**src/gtu_pkg.sv**
```systemverilog
// Shared types, constants and tables for the GPS to UTC calendar converter.
package gtu_pkg;

    localparam int NumLeapsDefault = 16;
    localparam int LeapTableLen = 16;
    localparam int SecPerDay = 86400;

    localparam int CntW = 5;
    localparam int UnixW = 32;
    localparam int DayW = 15;
    localparam int SodW = 17;

    localparam logic [UnixW-1:0] UnixGpsOffset = 32'd315964800;

    localparam logic [30:0] LeapInstant [LeapTableLen] = '{
        31'((361 + 0 * 365 + 0 + 181) * SecPerDay + 0),
        31'((361 + 1 * 365 + 0 + 181) * SecPerDay + 1),
        31'((361 + 2 * 365 + 0 + 181) * SecPerDay + 2),
        31'((361 + 4 * 365 + 1 + 181) * SecPerDay + 3),
        31'((361 + 7 * 365 + 1) * SecPerDay + 4),
        31'((361 + 9 * 365 + 2) * SecPerDay + 5),
        31'((361 + 10 * 365 + 2) * SecPerDay + 6),
        31'((361 + 11 * 365 + 3 + 181) * SecPerDay + 7),
        31'((361 + 12 * 365 + 3 + 181) * SecPerDay + 8),
        31'((361 + 13 * 365 + 3 + 181) * SecPerDay + 9),
        31'((361 + 15 * 365 + 3) * SecPerDay + 10),
        31'((361 + 16 * 365 + 4 + 181) * SecPerDay + 11),
        31'((361 + 18 * 365 + 4) * SecPerDay + 12),
        31'((361 + 25 * 365 + 6) * SecPerDay + 13),
        31'((361 + 28 * 365 + 7) * SecPerDay + 14),
        31'((361 + 31 * 365 + 8 + 181) * SecPerDay + 15)
    };

    // Reciprocal multipliers; each quotient is exact over the range it sees.
    localparam longint DayDivisor = 675;
    localparam logic [25:0] DayMul = 26'((64'd1 << 35) / DayDivisor + 1);
    localparam logic [19:0] CycMul = 20'((64'd1 << 30) / 1461 + 1);
    localparam logic [13:0] HourMul = 14'((64'd1 << 21) / 225 + 1);
    localparam logic [10:0] MinMul = 11'((64'd1 << 14) / 15 + 1);

    localparam int DaysPerCycle = 1461;
    localparam int DaysPerYear = 365;
    localparam int BaseYear = 1969;
    localparam int SecPerHour = 3600;
    localparam int SecPerMin = 60;
    localparam int LeapSecondMark = 60;

    localparam int MonthStart [12] = '{0, 31, 59, 90, 120, 151, 181, 212, 243, 273, 304, 334};

    typedef struct packed {
        logic        valid;
        logic        at_leap;
        logic [29:0] nsec;
    } gtu_side_t;

endpackage

```
**src/gtu_leap.sv**
```systemverilog
// Leap-second table lookup and conversion to Unix seconds (two stages).
module gtu_leap #(
    parameter int NUM_LEAPS = gtu_pkg::NumLeapsDefault
) (
    input  logic                    clk,
    input  logic                    rst_n,
    input  logic                    start,
    input  logic [30:0]             gps_second,
    input  logic [29:0]             gps_nanosecond,
    output gtu_pkg::gtu_side_t      side,
    output logic [gtu_pkg::UnixW-1:0] unix_sec
);
    import gtu_pkg::*;

    localparam int Used = (NUM_LEAPS > LeapTableLen) ? LeapTableLen : NUM_LEAPS;

    logic [CntW-1:0]  count_next;
    logic [CntW-1:0]  count_reg;
    logic [30:0]      gps_reg;
    gtu_side_t        side1_next;
    gtu_side_t        side1_reg;
    gtu_side_t        side2_reg;
    logic [UnixW-1:0] unix_next;
    logic [UnixW-1:0] unix_reg;

    always_comb
    begin
        count_next = '0;
        side1_next.valid = start;
        side1_next.at_leap = 1'b0;
        side1_next.nsec = gps_nanosecond;
        for (int i = 0; i < LeapTableLen; i++)
        begin
            if (i < Used)
            begin
                if (gps_second >= LeapInstant[i])
                begin
                    count_next = CntW'(i + 1);
                end
                if (gps_second == LeapInstant[i])
                begin
                    side1_next.at_leap = 1'b1;
                end
            end
        end
    end

    always_comb
    begin
        unix_next = UnixW'(gps_reg) + UnixGpsOffset - UnixW'(count_reg);
    end

    always_ff @(posedge clk or negedge rst_n)
    begin
        if (!rst_n)
        begin
            side1_reg <= '0;
            side2_reg <= '0;
        end
        else
        begin
            side1_reg <= side1_next;
            side2_reg <= side1_reg;
        end
    end

    always_ff @(posedge clk)
    begin
        gps_reg <= gps_second;
        count_reg <= count_next;
        unix_reg <= unix_next;
    end

    assign side = side2_reg;
    assign unix_sec = unix_reg;

    a_leap_counted: assert property (@(posedge clk) disable iff (!rst_n)
        side1_reg.valid && side1_reg.at_leap |-> count_reg != '0)
        else $error("leap second flagged with no table entry counted");

endmodule

```
**src/gtu_split.sv**
```systemverilog
// Split of Unix seconds into whole days and second of day (two stages).
module gtu_split (
    input  logic                      clk,
    input  logic                      rst_n,
    input  gtu_pkg::gtu_side_t        side_in,
    input  logic [gtu_pkg::UnixW-1:0] unix_sec,
    output gtu_pkg::gtu_side_t        side_out,
    output logic [gtu_pkg::DayW-1:0]  days,
    output logic [gtu_pkg::SodW-1:0]  sod
);
    import gtu_pkg::*;

    logic [24:0]     x_reg;
    logic [6:0]      low_reg;
    logic [50:0]     prod_next;
    logic [50:0]     prod_reg;
    gtu_side_t       side3_reg;
    gtu_side_t       side4_reg;
    logic [DayW-1:0] days_next;
    logic [DayW-1:0] days_reg;
    logic [9:0]      rem_next;
    logic [SodW-1:0] sod_next;
    logic [SodW-1:0] sod_reg;

    always_comb
    begin
        prod_next = 51'(unix_sec[UnixW-1:7]) * 51'(DayMul);
    end

    always_comb
    begin
        days_next = prod_reg[49:35];
        rem_next = 10'(x_reg - 25'(days_next) * 25'(DayDivisor));
        sod_next = {rem_next, low_reg};
    end

    always_ff @(posedge clk or negedge rst_n)
    begin
        if (!rst_n)
        begin
            side3_reg <= '0;
            side4_reg <= '0;
        end
        else
        begin
            side3_reg <= side_in;
            side4_reg <= side3_reg;
        end
    end

    always_ff @(posedge clk)
    begin
        x_reg <= unix_sec[UnixW-1:7];
        low_reg <= unix_sec[6:0];
        prod_reg <= prod_next;
        days_reg <= days_next;
        sod_reg <= sod_next;
    end

    assign side_out = side4_reg;
    assign days = days_reg;
    assign sod = sod_reg;

    a_sod_range: assert property (@(posedge clk) disable iff (!rst_n)
        side4_reg.valid |-> sod_reg < SodW'(SecPerDay))
        else $error("second of day out of range");

endmodule

```
**src/gtu_civil.sv**
```systemverilog
// Day count to calendar date and second of day to time of day (four stages).
module gtu_civil (
    input  logic                     clk,
    input  logic                     rst_n,
    input  gtu_pkg::gtu_side_t       side_in,
    input  logic [gtu_pkg::DayW-1:0] days,
    input  logic [gtu_pkg::SodW-1:0] sod,
    output logic                     done,
    output logic [11:0]              utc_year,
    output logic [3:0]               utc_month,
    output logic [4:0]               utc_day,
    output logic [4:0]               utc_hour,
    output logic [5:0]               utc_minute,
    output logic [5:0]               utc_second,
    output logic [29:0]              utc_nanosecond
);
    import gtu_pkg::*;

    gtu_side_t       side5_reg;
    gtu_side_t       side6_reg;
    gtu_side_t       side7_reg;
    gtu_side_t       side8_reg;

    logic [DayW-1:0] d_next;
    logic [DayW-1:0] d_reg;
    logic [34:0]     prodb_next;
    logic [34:0]     prodb_reg;
    logic [26:0]     prodh_next;
    logic [26:0]     prodh_reg;
    logic [SodW-1:0] sod5_reg;

    logic [4:0]      cyc_next;
    logic [4:0]      cyc_reg;
    logic [10:0]     r_next;
    logic [10:0]     r_reg;
    logic [4:0]      hour_next;
    logic [4:0]      hour6_reg;
    logic [11:0]     rem_next;
    logic [11:0]     rem6_reg;

    logic [1:0]      y_next;
    logic [8:0]      doy_next;
    logic [8:0]      doy_reg;
    logic            leap_next;
    logic            leap_reg;
    logic [11:0]     year_next;
    logic [11:0]     year7_reg;
    logic [20:0]     prodm_next;
    logic [20:0]     prodm_reg;
    logic [4:0]      hour7_reg;
    logic [11:0]     rem7_reg;

    logic [3:0]      month_next;
    logic [8:0]      mstart;
    logic [8:0]      mbound;
    logic [4:0]      day_next;
    logic [5:0]      minute_next;
    logic [5:0]      second_next;

    logic [11:0]     year_reg;
    logic [3:0]      month_reg;
    logic [4:0]      day_reg;
    logic [4:0]      hour_reg;
    logic [5:0]      minute_reg;
    logic [5:0]      second_reg;

    always_comb
    begin
        d_next = days + DayW'(DaysPerYear);
        prodb_next = 35'(d_next) * 35'(CycMul);
        prodh_next = 27'(sod[SodW-1:4]) * 27'(HourMul);
    end

    always_comb
    begin
        cyc_next = prodb_reg[34:30];
        r_next = 11'(d_reg - DayW'(cyc_next) * DayW'(DaysPerCycle));
        hour_next = prodh_reg[25:21];
        rem_next = 12'(sod5_reg - SodW'(hour_next) * SodW'(SecPerHour));
    end

    always_comb
    begin
        if (r_reg >= 11'(3 * DaysPerYear))
        begin
            y_next = 2'd3;
        end
        else if (r_reg >= 11'(2 * DaysPerYear))
        begin
            y_next = 2'd2;
        end
        else if (r_reg >= 11'(DaysPerYear))
        begin
            y_next = 2'd1;
        end
        else
        begin
            y_next = 2'd0;
        end
        doy_next = 9'(r_reg - 11'(y_next) * 11'(DaysPerYear));
        leap_next = (y_next == 2'd3);
        year_next = 12'(BaseYear) + 12'(cyc_reg) * 12'd4 + 12'(y_next);
        prodm_next = 21'(rem6_reg[11:2]) * 21'(MinMul);
    end

    always_comb
    begin
        month_next = 4'd1;
        mstart = '0;
        for (int m = 1; m < 12; m++)
        begin
            mbound = 9'(MonthStart[m]) + ((m >= 2 && leap_reg) ? 9'd1 : 9'd0);
            if (doy_reg >= mbound)
            begin
                month_next = 4'(m + 1);
                mstart = mbound;
            end
        end
        day_next = 5'(doy_reg - mstart + 9'd1);
        minute_next = prodm_reg[19:14];
        if (side7_reg.at_leap)
        begin
            second_next = 6'(LeapSecondMark);
        end
        else
        begin
            second_next = 6'(rem7_reg - 12'(minute_next) * 12'(SecPerMin));
        end
    end

    always_ff @(posedge clk or negedge rst_n)
    begin
        if (!rst_n)
        begin
            side5_reg <= '0;
            side6_reg <= '0;
            side7_reg <= '0;
            side8_reg <= '0;
        end
        else
        begin
            side5_reg <= side_in;
            side6_reg <= side5_reg;
            side7_reg <= side6_reg;
            side8_reg <= side7_reg;
        end
    end

    always_ff @(posedge clk)
    begin
        d_reg <= d_next;
        prodb_reg <= prodb_next;
        prodh_reg <= prodh_next;
        sod5_reg <= sod;
        cyc_reg <= cyc_next;
        r_reg <= r_next;
        hour6_reg <= hour_next;
        rem6_reg <= rem_next;
        doy_reg <= doy_next;
        leap_reg <= leap_next;
        year7_reg <= year_next;
        prodm_reg <= prodm_next;
        hour7_reg <= hour6_reg;
        rem7_reg <= rem6_reg;
        year_reg <= year7_reg;
        month_reg <= month_next;
        day_reg <= day_next;
        hour_reg <= hour7_reg;
        minute_reg <= minute_next;
        second_reg <= second_next;
    end

    assign done = side8_reg.valid;
    assign utc_year = year_reg;
    assign utc_month = month_reg;
    assign utc_day = day_reg;
    assign utc_hour = hour_reg;
    assign utc_minute = minute_reg;
    assign utc_second = second_reg;
    assign utc_nanosecond = side8_reg.nsec;

    a_month_range: assert property (@(posedge clk) disable iff (!rst_n)
        side8_reg.valid |-> month_reg >= 4'd1 && month_reg <= 4'd12 && day_reg != '0)
        else $error("calendar month or day out of range");

    a_second_range: assert property (@(posedge clk) disable iff (!rst_n)
        side8_reg.valid && !side8_reg.at_leap |-> second_reg < 6'(SecPerMin))
        else $error("second out of range outside a leap second");

endmodule

```
**src/gps_to_utc_calendar.sv**
```systemverilog
// Top level of the GPS time to UTC calendar converter.
//
// A GPS timestamp (seconds since 6 January 1980 and nanoseconds) is taken as a
// beat whenever start is high and busy is low. busy is never raised, so a new
// beat may be offered in every cycle.
// Each beat is converted to a UTC date and time of day, with the accumulated
// leap seconds taken from a fixed table. On an inserted leap second the second
// reads 60. Nanoseconds are passed through unchanged.
// The result appears on the utc_* ports for one cycle with done high, after
// passing through two stages for the table lookup and offset, two for the
// division into days, and four for the date and time split.
// Throughput is one beat per cycle; results leave in the order beats entered.
// The receiver cannot stall the output, so no result is held back.
// Reset clears the valid bits of every stage; beats in flight are dropped.
module gps_to_utc_calendar #(
    parameter int NUM_LEAPS = gtu_pkg::NumLeapsDefault
) (
    input  logic        clk,
    input  logic        rst_n,
    input  logic        start,
    output logic        busy,
    input  logic [30:0] gps_second,
    input  logic [29:0] gps_nanosecond,
    output logic        done,
    output logic [11:0] utc_year,
    output logic [3:0]  utc_month,
    output logic [4:0]  utc_day,
    output logic [4:0]  utc_hour,
    output logic [5:0]  utc_minute,
    output logic [5:0]  utc_second,
    output logic [29:0] utc_nanosecond
);
    import gtu_pkg::*;

    gtu_side_t        side_a;
    gtu_side_t        side_b;
    logic [UnixW-1:0] unix_sec;
    logic [DayW-1:0]  days;
    logic [SodW-1:0]  sod;

    assign busy = 1'b0;

    gtu_leap #(
        .NUM_LEAPS(NUM_LEAPS)
    ) u_leap (
        .clk(clk),
        .rst_n(rst_n),
        .start(start),
        .gps_second(gps_second),
        .gps_nanosecond(gps_nanosecond),
        .side(side_a),
        .unix_sec(unix_sec)
    );

    gtu_split u_split (
        .clk(clk),
        .rst_n(rst_n),
        .side_in(side_a),
        .unix_sec(unix_sec),
        .side_out(side_b),
        .days(days),
        .sod(sod)
    );

    gtu_civil u_civil (
        .clk(clk),
        .rst_n(rst_n),
        .side_in(side_b),
        .days(days),
        .sod(sod),
        .done(done),
        .utc_year(utc_year),
        .utc_month(utc_month),
        .utc_day(utc_day),
        .utc_hour(utc_hour),
        .utc_minute(utc_minute),
        .utc_second(utc_second),
        .utc_nanosecond(utc_nanosecond)
    );

endmodule
```
**config.mk**
```make
export PLATFORM = sky130hd
export DESIGN_NAME = gps_to_utc_calendar
export DESIGN_NICKNAME = d
export VERILOG_FILES = /design/src/gtu_pkg.sv /design/src/gtu_leap.sv /design/src/gtu_split.sv /design/src/gtu_civil.sv /design/src/gps_to_utc_calendar.sv
export SDC_FILE = /design/constraint.sdc
export NUM_CORES = 2
export LEC_CHECK = 0
export BUFFER_PORTS_ARGS = -buffer_cell sky130_fd_sc_hd__buf_2
export CORE_AREA = 2 2 282 284
export DETAILED_ROUTE_END_ITERATION = 10
export DIE_AREA = 0 0 284 286
export PLACE_DENSITY_LB_ADDON = 0.05
export SLEW_MARGIN = 10
export SYNTH_ARGS = -nofsm -noshare
export SYNTH_HDL_FRONTEND = slang
export SYNTH_HIERARCHICAL = 1
export SYNTH_SLANG_ARGS = --single-unit
```
**constraint.sdc**
```tcl
create_clock -name clk -period 8.7 [get_ports clk]
set_clock_uncertainty 0.15 [all_clocks]
set_input_delay 1.305 -clock clk [delete_from_list [all_inputs] [get_ports clk]]
set_output_delay 1.305 -clock clk [all_outputs]
set_load 0.1 [all_outputs]
```
==> metrics.txt <==
total CTS buffers 58; top cells by area, synth ha_1 (22%), fa_1 (19%), dfrtp_1 (17%); Critical Path Sink u_civil/prodb_reg[34]; WL final 88800 um; Synth async-reset ratio 48.1%; row cnt 103; Syn-to-layout area delta 10.3%; pin count of the biggest net entering global routing 111; Die X 284 um; setup TNS 0 ns; Detail Placement HPWL 72300 um; post-DR vias/cell 5.15; final core occ 52.5%; Layout Nets 4673; initial antenna violation count 4; # port buffers 132; Final Max Slew Viols 0; Synth Flop Type dfxtp_1; Max Freq 134 MHz; Slew headroom 31.3%; vias in the first global route 25949; die area 0.0812 mm2; crit path max fanout 7; reg2reg start u_split/days[0]; number of H-tree levels 2; Netlist cell types 98; gpl congestion 0.929; setup violators final 0; post-synth net total 4521; worst setup path startpoint u_split/days[0]; fin crit period 7.44 ns; initial drt markers 1302; antenna cell count 0; Cells after Synth 3446; root buffer cell clkbuf_16; reg-to-reg endpoint u_civil/prodb_reg[34]; outcome completed; HP Class register to register; critical path class register to register; reg-to-reg setup timing slack 1.26 ns; CP Launch Type register; grt met1 use 29.8%; clock buffer depth 3; Final Hold Viols 0; post-synthesis cell area 0.0373 mm2; via count 24213; Boundary Pins 134; overflow left after global routing 0; WP data arrival 7.82 ns; Worst-Skew Late Latency 0.65 ns; clock sinks 530; met3 Usage GRT 2.74%; gr usage total 22.4%; Reg clk slew, reported paths 0.06 ns; Worst Path Required 9.08 ns; top cell type's share of synthesized area 22.3%; MaxCap Viol Count 0; worst slew pin tran 1.02 ns; Routed Antenna Nets 0; cells on worst reg2reg path 24; crit end category register; global-route wire length before repair 143000 um; met2 Use GR 39.2%; final setup margin 1.26 ns; DR pass1 iterations 5; Synth Area per Inst 10.8 um2; Initial Util 47.6%; FF+latch count, synth 530; pre-CTS WS 1.18 ns; layout cells sized above 1 7.95%; DRC Markers 0; die height 286 um; post-synthesis sequential area ratio 31.9%; Core Footprint 0.0784 mm2; TritonCTS clock tree yes; wire per inst 18.9 um; Most Crowded Layer GR met2; RSZ-0062 raised after global routing false; synth warn 6; Yosys top cell by area ha_1; Post-synth EDFFs 0; period utilization 85.5%; Setup Buffers After CTS 0; CTS resizes 0; Post-CTS Hold Fix Bufs 0
metal layers:
| layer | vias to the layer above | share of wire [%] |
|---|---|---|
| met5 | - | 0.015 |
| met4 | 2 | 2.1 |
| met3 | 140 | 3.8 |
| met2 | 483 | 49 |
| met1 | 12011 | 45 |
| li1 | 11577 | - |
layout by cell type, fill, tap and decap left out, drive strengths merged, types with 55 or more instances in the layout:
cell,Yosys,layout
nor2,95,95
xnor2,105,105
ha,664,664
fa,347,347
nand2,96,96
clkbuf,34,77
a21o,55,55
inv,746,750
a21oi,119,119
buf,12,138
o21ai,81,81
dfxtp,275,275
dfrtp,255,255
stage by stage:
step	area, um2	hold slack, ns	cells
2_1_floorplan	37300	0.160	3446
3_3_place_gp	39200	0.160	4588
3_5_place_dp	39200	0.162	4588
4_1_cts	41200	0.131	4697
5_1_grt	41200	0.153	4697
6_report	41200	0.132	4697
cell usage after synthesis (6+ instances only):
cell	n
a2111oi_0	6
a211o_1	9
a211oi_1	19
a21o_1	50
a21oi_1	118
a221oi_1	6
a31oi_1	22
and2_1	10
and3_1	24
and4_1	7
buf_2	8
clkbuf_1	34
dfrtp_1	255
dfxtp_1	275
fa_1	347
ha_1	664
inv_1	746
nand2_1	96
nand2b_1	31
nand3_1	51
nand4_1	27
nor2_1	95
nor2b_1	27
nor3_1	47
nor3b_1	8
nor4_1	23
o2111ai_1	6
o211ai_1	17
o21a_1	13
o21ai_0	73
o21ai_1	7
o21bai_1	14
o31ai_1	10
or2_2	12
or3_1	6
xnor2_1	104
xor2_1	52
area by class of cell:
cell class,instances,area [um2]
fillers,7167,37200
multi-input cells,2124,22400
flip-flops and latches,530,11900
inverters,746,2800
clock buffers,77,1630
well taps,1050,1310
repair buffers,138,716
clock inverters,32,375
cells by family after synthesis:
family	count (synthesis)	share of synthesized area (%)
other cells	1	0.0100
xor+xnor	157	3.73
mux	1	0.0268
fa+ha+maj	1011	40.9
flops	530	31.9
compound gates	441	8.04
buf+inv	792	8.03
simple gates	513	7.43
worst min-delay path by stage:
| stage | from | endpoint | slack (ns) | depth (start not counted) |
|---|---|---|---|---|
| floorplan | u_civil/hour6_reg[0] | u_civil/hour7_reg[0] | 0.16 | 0 |
| global route | u_split/low_reg[4] | u_split/sod[4] | 0.15 | 0 |
| global placement | u_civil/year7_reg[1] | u_civil/utc_year[1] | 0.16 | 0 |
| detailed placement | u_civil/year7_reg[4] | u_civil/utc_year[4] | 0.16 | 0 |
| CTS | u_split/low_reg[4] | u_split/sod[4] | 0.13 | 0 |
| finish | u_split/low_reg[4] | u_split/sod[4] | 0.13 | 0 |
worst max-delay path: stages (launching register included):
cell	delay, ns
dfxtp_1	0.38
ha_1	0.27
nor3_1	0.29
o21ba_2	0.20
nand2b_1	0.06
nand2_1	0.07
xor2_1	0.57
ha_1	0.42
fa_1	0.68
inv_1	0.09
fa_1	0.48
inv_1	0.05
fa_1	0.50
fa_1	0.55
inv_1	0.06
fa_1	0.53
inv_1	0.04
ha_1	0.32
a2111oi_0	0.34
o21ai_0	0.14
a22oi_1	0.26
nand2_1	0.11
o32ai_2	0.41
nor3_2	0.10
nor4_2	0.26
Power is not shown: default switching activity piles up to over one toggle a cycle in this logic, so the estimate is an artifact.
